===== config.mk =====
export PLATFORM = sky130hd
export DESIGN_NAME = rfs_divider
export DESIGN_NICKNAME = d
export VERILOG_FILES = /design/src/hdl/rfs_divider.sv
export SDC_FILE = /design/constraint.sdc
export NUM_CORES = 1
export LEC_CHECK = 0
export BUFFER_PORTS_ARGS = -buffer_cell sky130_fd_sc_hd__clkbuf_2
export CORE_UTILIZATION = 40
export CTS_CLUSTER_SIZE = 28
export DETAILED_ROUTE_END_ITERATION = 7
export SLEW_MARGIN = 20
export SYNTH_ARGS = -nofsm -noshare
export SYNTH_HDL_FRONTEND = slang
export SYNTH_SLANG_ARGS = --single-unit
export TNS_END_PERCENT = 50

===== constraint.sdc =====
create_clock -name clk -period 3.08 [get_ports clk]
set_clock_uncertainty 0.15 [all_clocks]
set_input_delay 0.154 -clock clk [delete_from_list [all_inputs] [get_ports clk]]
set_output_delay 0.154 -clock clk [all_outputs]
set_load 0.01 [all_outputs]

===== src/hdl/rfs_divider.sv =====
// ----------------------------------------------------------------------------
// rfs_divider
// Unsigned restoring divider, one quotient bit per cycle.
// ----------------------------------------------------------------------------
module rfs_divider
(
    input  logic        clk,
    input  logic        rst_n,
    input  logic        start,
    input  logic [63:0] dividend,
    input  logic [63:0] divisor,
    output logic        done,
    output logic [63:0] quotient
);
    logic [63:0] quo_reg, quo_next;
    logic [64:0] rem_reg, rem_next;
    logic [63:0] dvs_reg;
    logic [6:0]  cnt_reg, cnt_next;
    logic        busy_reg, busy_next;
    logic        done_reg, done_next;
    logic [64:0] shifted;

    // one shift-subtract step
    always_comb
    begin
        shifted   = {rem_reg[63:0], quo_reg[63]};
        quo_next  = {quo_reg[62:0], 1'b0};
        rem_next  = shifted;
        cnt_next  = cnt_reg;
        busy_next = busy_reg;
        done_next = 1'b0;
        if (busy_reg)
        begin
            if (shifted >= {1'b0, dvs_reg})
            begin
                rem_next    = shifted - {1'b0, dvs_reg};
                quo_next[0] = 1'b1;
            end
            cnt_next = cnt_reg - 7'd1;
            if (cnt_reg == 7'd1)
            begin
                busy_next = 1'b0;
                done_next = 1'b1;
            end
        end
    end

    always_ff @(posedge clk or negedge rst_n)
    begin
        if (!rst_n)
        begin
            busy_reg <= 1'b0;
            done_reg <= 1'b0;
            cnt_reg  <= '0;
        end
        else
        begin
            done_reg <= done_next;
            if (start)
            begin
                busy_reg <= 1'b1;
                cnt_reg  <= 7'd64;
            end
            else
            begin
                busy_reg <= busy_next;
                cnt_reg  <= cnt_next;
            end
        end
    end

    always_ff @(posedge clk)
    begin
        if (start)
        begin
            quo_reg <= dividend;
            rem_reg <= '0;
            dvs_reg <= divisor;
        end
        else if (busy_reg)
        begin
            quo_reg <= quo_next;
            rem_reg <= rem_next;
        end
    end

    assign done     = done_reg;
    assign quotient = quo_reg;
endmodule


# After elaboration in Yosys (flattened, before gate mapping)
# Cells that the tools add are included.
[totals] ff_bits=201 wordCells=22
[classes] add_sub_neg=2 order_cmp=1 eq_ne=1 n_mux=11 n_reduce_logical=1
[op_table] op="64-bit two-way mux" n=3
[op_table] op="65-bit by 64-bit greater-or-equal comparator with 1-bit output" n=1
[op_table] op="64-bit subtractor" n=1
[op_table] op="7-bit two-way mux" n=2
[op_table] op="7-bit by 1-bit equality test with 1-bit output, second input constant" n=1
[op_table] op="7-bit by 1-bit subtractor with 7-bit output, second input constant" n=1
[op_table] op="1-bit two-way mux" n=6
[op_table] op="2-bit nonzero test" n=1

# Logic depth before layout (Yosys ltp)
[logic_depth] word_depth=4 mapped_depth=15

# Least setup slack after synthesis
# Ideal clock, no wire load.
[synth_timing] kind="register to register" startpoint="register quo_reg[63], in the netlist quotient[63]" endpoint="register rem_reg[58]" arrival_ps=3085 required_ps=2796 setup_slack_ps=-289 stages_incl_launch_ff=15 n_path_buf=0 synth_period_minus_slack_ps=3369 path_cell_list="edfxtp_1 -> inv_1 -> ha_1 -> inv_1 -> fa_1 -> a21o_1 -> a31o_2 -> nand3_1 -> a31oi_1 -> nor3_1 -> o41ai_4 -> a31oi_2 -> o21ai_2 -> a2111oi_1 -> a311oi_1"
[synth_between] elab_chain_cells=2 elab_cells_between_ends=3 cone_classes="add/sub: 1; order compare: 1; mux: 1"
[synth_rtl] element="start: declaration" line_no="15" text="logic [63:0] quo_reg, quo_next;"
[synth_rtl] element="start signal: assignment" line_no="76" text="quo_reg <= dividend;"
[synth_rtl] element="start signal: assignment" line_no="82" text="quo_reg <= quo_next;"
[synth_rtl] element="64-bit subtractor / 65-bit by 64-bit greater-or-equal comparator with 1-bit output (equally long branches)" line_no="36, 34"
[synth_rtl] element="64-bit two-way mux (*)" line_no="34" text="if (shifted >= {1'b0, dvs_reg})"
[synth_rtl] element="end signal: assignment" line_no="83" text="rem_reg <= rem_next;"
[synth_rtl] element="end: declaration" line_no="16" text="logic [64:0] rem_reg, rem_next;"
# Every way passes the cells marked *; elsewhere a longest branch is shown, timed or not.
# A chain may end at the register's enable or synchronous reset.

# Worst setup path in the final report
[layout_timing] startpoint="register quo_reg[63], in the netlist quotient[63]" endpoint="register rem_reg[56]"
# Same word-level chain as after synthesis.

==> results.json <==
{
  "grt_pass1_vias": 11400,
  "required_ns": 3.40,
  "num_vias": 11200,
  "ys_ff_latch": 201,
  "die-height_um": 176,
  "setup_viol": 19,
  "antenna_found_initial": 0,
  "seqCellArea_um2": 5350,
  "die_area_um2": 30800,
  "hold_end": "rem_reg[2]",
  "finalMaxSlewViolations": 0,
  "placed_area_um2": 15000,
  "drt-vias-per-instance": 5.17,
  "tns_ns": -1.85,
  "synth_top_cells_by_count": "edfxtp_1 (128), nor2_1 (126), a21oi_1 (112), inv_1 (87), nand2_1 (72)",
  "grt-ovfl-total": 0,
  "fin_crit_ns": 3.31,
  "synth_area_leaders": "edfxtp_1 (32%), dfxtp_1 (11%), ha_1 (6.9%)",
  "drt-initial-drc-count": 527,
  "coreArea_um2": 29600,
  "synthArstFlopShare_pct": 4.48,
  "cts-buffers-inserted": 25,
  "grt_max_degree": 129,
  "r2r_slack_ns": -0.23,
  "totalWireLength_um": 36100,
  "finalCritPeriodShare_pct": 107,
  "grt_pass1_wl_um": 56900,
  "ff2ff_path_depth": 14,
  "power_density_nw_per_um2": 870,
  "irDropWorstVdd_v": 0.000517,
  "hpwlAfterDp_um": 23900,
  "hold_violations": 0,
  "hold_class": "primary input to flop",
  "place_ws_ns": -0.430,
  "final_core_util_pct": 63.1,
  "max_cap_violations": 0,
  "area_delta_synth_final_pct": 55.3,
  "slew_headroom_pct": 61.9,
  "fillers": 2435,
  "drive_above_1_share_pct": 40.9,
  "cp.arrival_ns": 3.63,
  "synth_top_area_share_pct": 31.9,
  "insertion_delay_ns": 0.55,
  "worst_slack_ns": -0.226,
  "fin_nets": 1962,
  "cp_max_fo": 3,
  "cts_tree": "built",
  "cts_htree_levels": 1,
  "place_congestion": 0.854,
  "critPathCaptureType": "flop",
  "synth_cells": 1235,
  "power.leakage_nw": 8.43,
  "min_path_cells": 2,
  "yosysTopAreaCell": "edfxtp_1",
  "violations": "setup timing",
  "n_antenna_cell": 0,
  "io_buffers": 195,
  "crit_type": "flop to flop",
  "synth_warnings": 0,
  "tightest_slew_ns": 0.572,
  "clk_path_buf_depth": 3,
  "ys_seq_area_share_pct": 44.4,
  "fmax_ghz": 0.303,
  "status": "finished, violations left",
  "start_util_pct": 40.6,
  "ant_nets": 0,
  "syn_avg_cell_area_um2": 9.75,
  "row_count": 63,
  "yosysMostFrequentCell": "edfxtp_1",
  "synth_nets": 1433,
  "cts_root_buf": "clkbuf_16",
  "post-route-drc-count": 0,
  "startpoint_type": "flop",
  "wire_per_inst_um": 16.6,
  "hp-start": "start",
  "dr.pass1.iters": 5,
  "crit_start": "quotient[63]",
  "ios": 196,
  "yosysUniqueCellTypes": 70,
  "clock_sinks": 201,
  "rr_endpoint": "rem_reg[56]",
  "synth_edf_count": 128,
  "power_w": 0.0163,
  "r2r-start": "quotient[63]",
  "finalInstanceArea_um2": 18700,
  "multi_input_area_um2": 7280,
  "synthFlopType": "edfxtp_1",
  "synth_area_um2": 12000,
  "cts.clk_slew.worst_paths_ns": 0.06,
  "die_width_um": 176,
  "rsz0062_at_grt": "yes",
  "grt_use_total_pct": 22.7
}
cell type report:
type / instances / share of cell area [%]
Tap cell: 390 / 2.61
Clock buffer: 30 / 3.50
Timing Repair Buffer: 572 / 23.5
Inverter: 87 / 1.75
Sequential cell: 201 / 28.6
Clock inverter: 16 / 1.04
Multi-Input combinational cell: 877 / 38.9
logic make-up (layout without fill, tap and decap cells):
kind of cell | after synthesis | in the layout | share of synthesized area (%)
AOI/OAI and AO/OA | 332 | 332 | 17.9
xor gates and xnor gates | 56 | 56 | 4.07
adders and majority gates | 67 | 67 | 7.02
buffers and inverters | 157 | 705 | 5.13
DFF | 201 | 201 | 44.4
muxes | 96 | 96 | 8.70
and+or+nand+nor | 326 | 326 | 12.7
per-layer routing:
metal	global-route usage, %	part of all wire [%]	wire length [um]
met5	0	0	0
met2	40.3	50	18000
met4	5.83	2.2	778
met3	3.29	4.8	1730
met1	28.9	43	15600
critical path, cell delays in order (launching register included):
cell and delay (ns):
edfxtp_1 0.39, inv_1 0.08, ha_2 0.19, inv_2 0.04, fa_2 0.35, a21o_1 0.22, a21oi_2 0.18, o221a_4 0.21
o32ai_4 0.08, o311a_1 0.34, or2_4 0.27, o21ai_4 0.17, nor3_2 0.07, mux2_2 0.28, a211oi_2 0.20
how the worst max path moves through the flow:
stage	slack [ns]	end	cells past startpoint
detailed placement	-0.43	rem_reg[51]	13
floorplan	-0.05	rem_reg[56]	14
global route	-0.35	rem_reg[60]	15
global placement	-0.36	rem_reg[54]	13
finish	-0.23	rem_reg[56]	14
CTS	-0.37	rem_reg[50]	13
power by group:
part	switching (W)	internal [W]	leakage [nW]
logic	0.00446	0.00477	6.08
registers	0.000465	0.00350	1.93
clock network	0.00121	0.00186	0.423
total	0.00613	0.0101	8.43
through the flow:
step	hold slack [ns]	cells
2_1_floorplan	-0.292	1235
3_3_place_gp	-0.126	1971
3_5_place_dp	-0.127	1971
4_1_cts	0.0140	2162
5_1_grt	0.0563	2173
6_report	0.0236	2173
layout by cell type, fill, tap and decap left out, types with 32 or more instances in the layout:
cell type / n
buf_4: 215
mux2_2: 68
nor2_1: 115
ha_1: 37
edfxtp_1: 128
inv_1: 78
clkbuf_2: 194
dfxtp_1: 64
a21o_1: 32
a211oi_1: 51
nand2_1: 66
a21oi_1: 82
dlygate4sd3_1: 130
what timing repair did:
item | CTS | global route
endpoints found under the hold margin | 137 | 0
endpoints found under the setup margin | 63 | 64
gates cloned | 2 | 2
resized for setup | 126 | 125
pin swaps | 42 | 80
hold buffers | 130 | 0
setup buffers | 14 | 10
No activity file was read; power rests on OpenSTA's default activity.
